### config.mk
export PLATFORM = sky130hd
export DESIGN_NAME = sacvb_vbuf
export DESIGN_NICKNAME = d
export VERILOG_FILES = /design/src/hdl/sacvb_pkg.sv /design/src/hdl/sacvb_vbuf.sv
export SDC_FILE = /design/constraint.sdc
export NUM_CORES = 2
export LEC_CHECK = 0
export ABC_CLOCK_PERIOD_IN_PS = 6950
export BUFFER_PORTS_ARGS = -buffer_cell sky130_fd_sc_hd__buf_4
export CAP_MARGIN = 20
export CORE_AREA = 5 5 372 374
export CTS_BUF_LIST = sky130_fd_sc_hd__clkbuf_8
export DETAILED_ROUTE_END_ITERATION = 12
export DIE_AREA = 0 0 377 379
export GPL_TIMING_DRIVEN = 0
export SLEW_MARGIN = 25
export SYNTH_ARGS = -nofsm -noshare
export SYNTH_HDL_FRONTEND = slang
export SYNTH_SLANG_ARGS = --single-unit
### constraint.sdc
create_clock -name i_clk -period 6.95 [get_ports i_clk]
set_input_delay 1.39 -clock i_clk [delete_from_list [all_inputs] [get_ports i_clk]]
set_output_delay 1.39 -clock i_clk [all_outputs]
set_load 0.005 [all_outputs]
### src/hdl/sacvb_pkg.sv
// ----------------------------------------------------------------------------
// sacvb_pkg
// Shared codes and types of the set-associative cache with victim buffer.
// ----------------------------------------------------------------------------
`default_nettype none

package sacvb_pkg;

    // result kinds
    localparam logic [1:0] KIND_OUTCOME = 2'd0;
    localparam logic [1:0] KIND_WB      = 2'd1;
    localparam logic [1:0] KIND_FETCH   = 2'd2;

    // access outcomes
    localparam logic [1:0] OUT_HIT      = 2'd0;
    localparam logic [1:0] OUT_VHIT     = 2'd1;
    localparam logic [1:0] OUT_MISS     = 2'd2;

    // access commands
    localparam logic CMD_READ  = 1'b0;
    localparam logic CMD_WRITE = 1'b1;

    // configuration register indexes
    localparam logic [1:0] CFG_OFFSET_BITS = 2'd0;
    localparam logic [1:0] CFG_INDEX_BITS  = 2'd1;
    localparam logic [1:0] CFG_WAYS        = 2'd2;
    localparam logic [1:0] CFG_VICTIM      = 2'd3;

    localparam int CFG_IDX_W  = 2;
    localparam int CFG_DATA_W = 5;

    // victim buffer lookup status
    typedef struct packed {
        logic hit;
        logic hit_dirty;
        logic pick_valid;
        logic pick_dirty;
    } t_vb_stat;

endpackage

`default_nettype wire

### src/hdl/sacvb_vbuf.sv
// ----------------------------------------------------------------------------
// sacvb_vbuf
// Fully associative victim buffer: lookup, replacement pick, LRU update.
// ----------------------------------------------------------------------------
`default_nettype none

module sacvb_vbuf
    import sacvb_pkg::*;
#(
    parameter int MAX_VICTIM = 16,
    parameter int ADDR_BITS  = 32,
    parameter int VIC_W      = 4,
    parameter int VN_W       = 5
) (
    input  wire logic                 i_clk,
    input  wire logic                 i_rst_n,
    input  wire logic [VN_W-1:0]      i_nv,
    input  wire logic [ADDR_BITS-1:0] i_block,
    output t_vb_stat                  o_stat,
    output logic      [VIC_W-1:0]     o_hit_idx,
    output logic      [VIC_W-1:0]     o_pick_idx,
    output logic      [ADDR_BITS-1:0] o_pick_addr,
    input  wire logic                 i_upd_en,
    input  wire logic [VIC_W-1:0]     i_upd_idx,
    input  wire logic [ADDR_BITS-1:0] i_upd_addr,
    input  wire logic                 i_upd_valid,
    input  wire logic                 i_upd_dirty
);

    logic [ADDR_BITS-1:0] r_addr [MAX_VICTIM];
    logic [MAX_VICTIM-1:0] r_vld, r_drt;
    logic [VIC_W-1:0]     r_rank [MAX_VICTIM];

    logic [MAX_VICTIM-1:0] act, hit_vec, inv_vec, best_vec;
    logic [VN_W-1:0]       maxr, r_old;

    // lookup and replacement choice
    always_comb begin
        o_hit_idx  = '0;
        o_pick_idx = '0;
        for (int k = 0; k < MAX_VICTIM; k++) begin
            act[k]     = VN_W'(k) < i_nv;
            hit_vec[k] = act[k] && r_vld[k] && (r_addr[k] == i_block);
            inv_vec[k] = act[k] && !r_vld[k];
            best_vec[k] = act[k];
            for (int j = 0; j < MAX_VICTIM; j++) begin
                if (j < k && VN_W'(j) < i_nv && !(r_rank[j] < r_rank[k]))
                    best_vec[k] = 1'b0;
                if (j > k && VN_W'(j) < i_nv && r_rank[j] > r_rank[k])
                    best_vec[k] = 1'b0;
            end
        end
        for (int k = MAX_VICTIM - 1; k >= 0; k--) begin
            if (hit_vec[k])
                o_hit_idx = VIC_W'(k);
        end
        if (|inv_vec) begin
            for (int k = MAX_VICTIM - 1; k >= 0; k--) begin
                if (inv_vec[k])
                    o_pick_idx = VIC_W'(k);
            end
        end else begin
            for (int k = MAX_VICTIM - 1; k >= 0; k--) begin
                if (best_vec[k])
                    o_pick_idx = VIC_W'(k);
            end
        end
    end

    assign o_stat.hit        = |hit_vec;
    assign o_stat.hit_dirty  = r_drt[o_hit_idx];
    assign o_stat.pick_valid = r_vld[o_pick_idx];
    assign o_stat.pick_dirty = r_drt[o_pick_idx];
    assign o_pick_addr       = r_addr[o_pick_idx];

    // promotion bound for the updated entry
    assign maxr  = i_nv - VN_W'(1);
    assign r_old = r_vld[i_upd_idx] ? VN_W'(r_rank[i_upd_idx]) : i_nv;

    // entry payload
    always_ff @(posedge i_clk) begin
        if (i_upd_en)
            r_addr[i_upd_idx] <= i_upd_addr;
    end

    // valid, dirty and LRU ranks
    always_ff @(posedge i_clk) begin
        if (!i_rst_n) begin
            r_vld <= '0;
            r_drt <= '0;
            for (int k = 0; k < MAX_VICTIM; k++)
                r_rank[k] <= '0;
        end else if (i_upd_en) begin
            r_vld[i_upd_idx] <= i_upd_valid;
            r_drt[i_upd_idx] <= i_upd_dirty;
            for (int k = 0; k < MAX_VICTIM; k++) begin
                if (VIC_W'(k) == i_upd_idx)
                    r_rank[k] <= '0;
                else if (act[k] && r_vld[k] && VN_W'(r_rank[k]) < r_old
                         && VN_W'(r_rank[k]) < maxr)
                    r_rank[k] <= r_rank[k] + VIC_W'(1);
            end
        end
    end

endmodule

`default_nettype wire

[Word-level counts from Yosys, hierarchy flattened]
Memory sizes are Yosys's and may differ from the RTL's.
Index checks and enable logic that the tools add are counted.
Word-level totals
  latch bits: 0
  memories kept: 2
  ROM bits: 0
  register bits: 32
  RAM bits: 576
Memory list
  r_addr: depth 16, bits a word 32, read ports 17, clocked after memory_dff 0, write ports 1, line sacvb_vbuf.sv:30  | logic [ADDR_BITS-1:0] r_addr [MAX_VICTIM];
  r_rank: depth 16, bits a word 4, read ports 17, clocked after memory_dff 0, write ports 16, line sacvb_vbuf.sv:32  | logic [VIC_W-1:0] r_rank [MAX_VICTIM];
Cells by class
  magnitude comparators: 292
  bitwise logic cells: 32
  shifts and indexed selects: 0
  mux-type cells: 481
  reduce and logical (&&, ||, !) cells: 460
  equal/unequal tests: 31
  multiply operators: 0
  divide/modulo/power cells: 0
  add/subtract/negate cells: 17
Operators by type and width (count)
  32-bit equality test: 16
  4-bit > comparator: 120
  4-bit less-than comparator: 120
  1-bit two-way mux: 392
  4-bit two-way mux: 81
  1-bit logical AND: 321
  4-bit by 5-bit less-than comparator with 1-bit output: 32
  1-bit zero test: 136
  4-bit by 1-bit adder with 4-bit output, second input constant: 16
  4-bit by 5-bit less-than comparator with 1-bit output, first input constant: 8
  16-bit bitwise mux: 2
  4-bit equality test, first input constant: 8
  1-bit OR: 32
  16-bit OR reduction: 2
  3-bit by 5-bit less-than comparator with 1-bit output, first input constant: 4
  1-bit binary-select mux with 4-bit select: 4
  3-bit by 4-bit equality test with 1-bit output, first input constant: 4
  4-bit by 5-bit less-than comparator with 1-bit output, second input constant: 3
  1-bit by 5-bit less-than comparator with 1-bit output, first input constant: 2
  2-bit by 5-bit less-than comparator with 1-bit output, first input constant: 2
  2-bit by 4-bit equality test with 1-bit output, first input constant: 2
  5-bit two-way mux: 1
  5-bit by 1-bit subtractor with 5-bit output, second input constant: 1
  1-bit demux with 4-bit select: 1
  3 further kinds: 3

[Logic depth before layout (Yosys ltp)]
  depth after elaboration: 37
  depth in mapped cells: 19

[Worst setup path before layout]
No wires, ideal clock.
  kind: input port to output port
  start: input i_block[2]
  end: output o_stat[2] (netlist name)
  data required time: 5560 ps
  stages: 13
  data arrival time: 4357 ps
  slack: 1203 ps
  path through: clkbuf_1 -> buf_2 -> xor2_1 -> or4b_2 -> nor4b_1 -> nand4_1 -> or2_2 -> nand3_2 -> buf_2 -> mux2_4 -> o21ai_1 -> o21ai_1 -> a211oi_2
RTL lines
  start, declared: line sacvb_vbuf.sv:18  | input wire logic [ADDR_BITS-1:0] i_block,
  end, declared: line sacvb_vbuf.sv:19  | output t_vb_stat o_stat,

[Worst setup path after layout]
  start: input i_nv[2]
  end: output o_pick_addr[27]
Between the ends
  cells in the longest elaborated chain, start to end: 35
  elaborated cells between the ends (all ways): 547
  classes of those cells: order compare: 16; mux: 273; reduce/logical: 257; memory: 1
Ends and longest elaborated chain
  start, declared: line sacvb_vbuf.sv:17  | input wire logic [VN_W-1:0] i_nv,
  1-bit by 5-bit less-than comparator with 1-bit output
  1-bit logical AND: line sacvb_vbuf.sv:47  | if (j < k && VN_W'(j) < i_nv && !(r_rank[j] < r_rank[k]))
  1-bit two-way mux (15 in series): line sacvb_vbuf.sv:47
  4-bit two-way mux (16 in series): line sacvb_vbuf.sv:64  | if (best_vec[k])
  4-bit two-way mux *: line sacvb_vbuf.sv:57  | if (|inv_vec) begin
  memory 16 x 32 bit *
  end, declared: line sacvb_vbuf.sv:22  | output logic [ADDR_BITS-1:0] o_pick_addr,
Every way passes the cells marked *; elsewhere a longest branch is shown, timed or not.

==> flow_summary.yaml <==
outcome:
  status: "complete, but fails checks"
  failed_checks: "setup timing"
synth:
  async_flop_share: 0
  avgSynthCellArea_um2: 10.21
  synth-warning-count: 0
  seq_area_frac_synth: 0.3840
  ys_types: 106
  synth_top_area_frac: 0.3703
  netlist_instances: 4577
  synth_edf_count: 576
  synthFlopType: "edfxtp_1"
  synth_top_cell_by_area: "edfxtp_1"
  syn_nets: 5170
  synthTopCellsByArea: "edfxtp_1 37%, ha_1 14%, xnor2_1 5.4%"
  ys_seq_elements: 608
  syn_area_um2: 46710
placement:
  portBuffers: 84
  dp.cells: 6478
  place_congestion: 1.046
  hpwlAfterDp_um: 193300
clock_network:
  clk_latency_ns: 0.80
  cts_sinks: 608
  htreeDepth: 3
  numCtsBuffers: 107
  cts_buffer_depth: 3
  clk_root_buffer_cell: "clkbuf_8"
  clkTransAtPathRegs_ns: 0.06
  tritoncts: "yes"
die:
  die_y_um: 379
  io_pins: 122
  core_area_um2: 134600
  initial_core_util: 0.3470
  die-area_um2: 142900
  rows: 135
  die_w_um: 377
pwr:
  p_int_mw: 6.617
  leakage_nw: 21.58
  pwr-share-seq: 0.422
  power_mw: 9.868
  p_switching_mw: 3.251
  combPwrFrac: 0.226
  p_clk_frac: 0.353
  ir_drop_mv: 0.1704
  power.density_nw_per_um2: 172.5
  p_sw_frac: 0.3295
detailed_routing:
  first_pass_iters: 6
  vias_per_cell: 6.387
  routedWlPerCell_um: 36.43
  drt-met1-wl_um: 95930
  dr_wl_met2_um: 109800
  met3_length_um: 24000
  drc: 0
  wl_um: 254000
  drtIter0Drc: 5907
  top_layer: "met4"
  vias: 44521
  antenna_left: 0
sta:
  finalSetupViolCount: 33
  hold_violations: 0
  relSlewSlack: 0.2456
  period_needed_ns: 7.321
  finalSetupTns_ns: -6.353
  drv_slew: 0
  period_share: 1.053
  tightest_slew_ns: 1.103
  setup_slack_ns: -0.3712
  grt_setup_unrepaired: "true"
  fin_skew_ns: 0.02059
  max_clock_freq_mhz: 136.6
global_route:
  gr-total-overflow: 0
  grt_pass1_vias: 42204
  grt_max_degree: 35
  antenna_found_initial: 13
  grt_pass1_wl_um: 339800
  grt_usage: 0.3424
layout:
  fin_cells: 6971
  ff_latch_area_um2: 17940
  layout-drive-gt1-share: 0.2066
  syn2layout_area_growth_pct: 22.44
  nets: 5684
  multi_input_area_um2: 28510
  n_fill_cell: 13073
job:
  cap_violations: 0
min_path:
  hold_class: "reg -> reg"
setup_path:
  cpMostUsedCell: "buf_4"
  critPathSlowestCell: "nand4_1"
  worst-endpoint-required_ns: 5.56
  r2r_slack_ns: 2.14
  path_cells: "buf_4 > buf_12 > a311oi_4 > buf_6 > buf_4 > buf_4 > nor2_1 > a2111oi_0 > nor4bb_1 > nand3_1 > o211a_1 > a22o_1 > o21ai_2 > clkbuf_2 > a311o_1 > nand4_1 > buf_4"
  path_class: "in -> out"
  crit_path_end_kind: "output port"
  startpoint_type: "primary input"
  path_buf_inv: 7
  cp.arrival_ns: 5.93
  slowest_delay_ns: 0.48
  cp_top_family: "compound AO/OA/AOI/OAI gates"
  critPathMaxFanout: 10
-- registers in the layout, summed over array words and instances, names as in the netlist --
| register | count |
|---|---|
| r_addr | 512 |
| r_rank | 64 |
| r_drt | 16 |
| r_vld | 16 |
-- cell type report --
class	instances	share of cell area
Clock inverter	82	0.01006
Multi-Input combinational cell	3614	0.4985
Inverter	109	0.009254
Tap cell	1781	0.03896
Antenna cell	11	0.0004813
Sequential cell	608	0.3136
Buffer	243	0.03155
Clock buffer	115	0.02768
Timing Repair Buffer	408	0.06985
-- synthesized netlist by cell type (10+ instances only) --
| cell | count |
|---|---|
| a2111oi_0 | 24 |
| a211oi_1 | 103 |
| a21boi_0 | 37 |
| a21o_1 | 11 |
| a21oi_1 | 229 |
| a221o_1 | 34 |
| a311o_1 | 68 |
| and3_1 | 85 |
| and4_1 | 19 |
| buf_2 | 104 |
| buf_6 | 19 |
| clkbuf_1 | 107 |
| dfxtp_1 | 32 |
| edfxtp_1 | 576 |
| ha_1 | 515 |
| inv_1 | 107 |
| mux2_1 | 31 |
| mux2i_1 | 38 |
| mux4_2 | 25 |
| nand2_1 | 366 |
| nand2b_1 | 103 |
| nand3_1 | 134 |
| nand3b_1 | 16 |
| nand4_1 | 175 |
| nand4b_1 | 12 |
| nor2_1 | 210 |
| nor2b_1 | 25 |
| nor3_1 | 64 |
| nor4_1 | 135 |
| nor4b_1 | 13 |
| o2111ai_1 | 13 |
| o211ai_1 | 54 |
| o21a_1 | 78 |
| o21ai_0 | 216 |
| o21ai_1 | 10 |
| o221ai_1 | 19 |
| o22ai_1 | 19 |
| or2_2 | 10 |
| or3_1 | 17 |
| or4_1 | 12 |
| xnor2_1 | 286 |
| xor2_1 | 261 |
-- metal layers --
metal	vias up	track usage
li1	18608	-
met1	22007	0.4234
met2	3092	0.5261
met3	814	0.06525
met4	0	0.2686
met5	-	0
-- worst min-delay path, stage by stage, from the launching register on --
cell and delay [ns]:
dfxtp_1 0.33, o21ai_0 0.07, a21boi_0 0.07
-- worst paths after layout --
check,from,end,cells past startpoint
min,r_drt[11],r_drt[11],2
max,i_nv[2],o_pick_addr[27],17
max reg2reg,r_rank[0][0],r_rank[4][2],12
min reg2reg,r_drt[11],r_drt[11],2
-- cell families (layout without fill, tap and decap cells) --
logic type | count (synthesis) | in the layout | share of synthesized area
compound gates | 1008 | 1008 | 0.1479
xor+xnor | 547 | 547 | 0.1026
fa+ha+maj | 515 | 515 | 0.1380
buf+inv | 355 | 957 | 0.03515
flops | 608 | 608 | 0.3840
mux | 97 | 97 | 0.02856
other cells | 0 | 11 | 0
simple gates | 1447 | 1447 | 0.1638
-- power groups by stage --
stage	sequential (mW)	clock [mW]	combinational [mW]
after floorplan	4.24	0	1.02
after global placement	4.31	0	1.74
after detailed placement	4.30	0	1.81
after CTS	4.16	3.49	2.08
after global routing	4.16	3.65	2.31
final	4.16	3.48	2.23
-- repair_timing --
action / 4_1_cts / 5_1_grt
gates cloned: 2 / 2
setup buffers: 233 / 51
setup endpoints to repair: 38 / 35
hold buffers: 0 / 0
resized for setup: 384 / 184
pin swaps: 58 / 87
-- cells in the final DEF (no fill, tap or decap), types with 20 or more instances in the layout --
master / instances
edfxtp_1: 576
ha_1: 512
nand2_1: 362
buf_4: 350
xnor2_1: 263
xor2_1: 261
a21oi_1: 206
nor2_1: 197
o21ai_0: 188
nand4_1: 175
nand3_1: 132
clkbuf_8: 120
nor4_1: 119
nand2b_1: 103
inv_1: 97
and3_1: 84
a211oi_1: 81
o21a_1: 76
a311o_1: 65
o211ai_1: 54
nor3_1: 53
buf_12: 52
buf_2: 47
clkbuf_1: 46
buf_6: 46
clkbuf_2: 42
a21boi_0: 37
mux2i_1: 33
dfxtp_1: 32
clkinvlp_4: 30
a221o_1: 29
clkbuf_4: 27
o21ai_1: 26
mux4_2: 25
nor2b_1: 24
xnor2_2: 22
clkinv_1: 21
a211oi_2: 20
-- metrics by stage --
| stage | setup WS (ns) | hold WS (ns) | area, um2 | utilization |
|---|---|---|---|---|
| 5_1_grt | -0.2016 | 0.5455 | 57180 | 0.4247 |
| 4_1_cts | 0.00007150 | 0.5084 | 56010 | 0.4161 |
| 6_report | -0.3712 | 0.5183 | 57190 | 0.4248 |
| 3_3_place_gp | -2.078 | 0.4936 | 49570 | 0.3682 |
| 3_5_place_dp | -1.931 | 0.4986 | 50440 | 0.3747 |
| 2_1_floorplan | 1.203 | 0.4517 | 46710 | - |
Power figures use the tool's default switching activity.
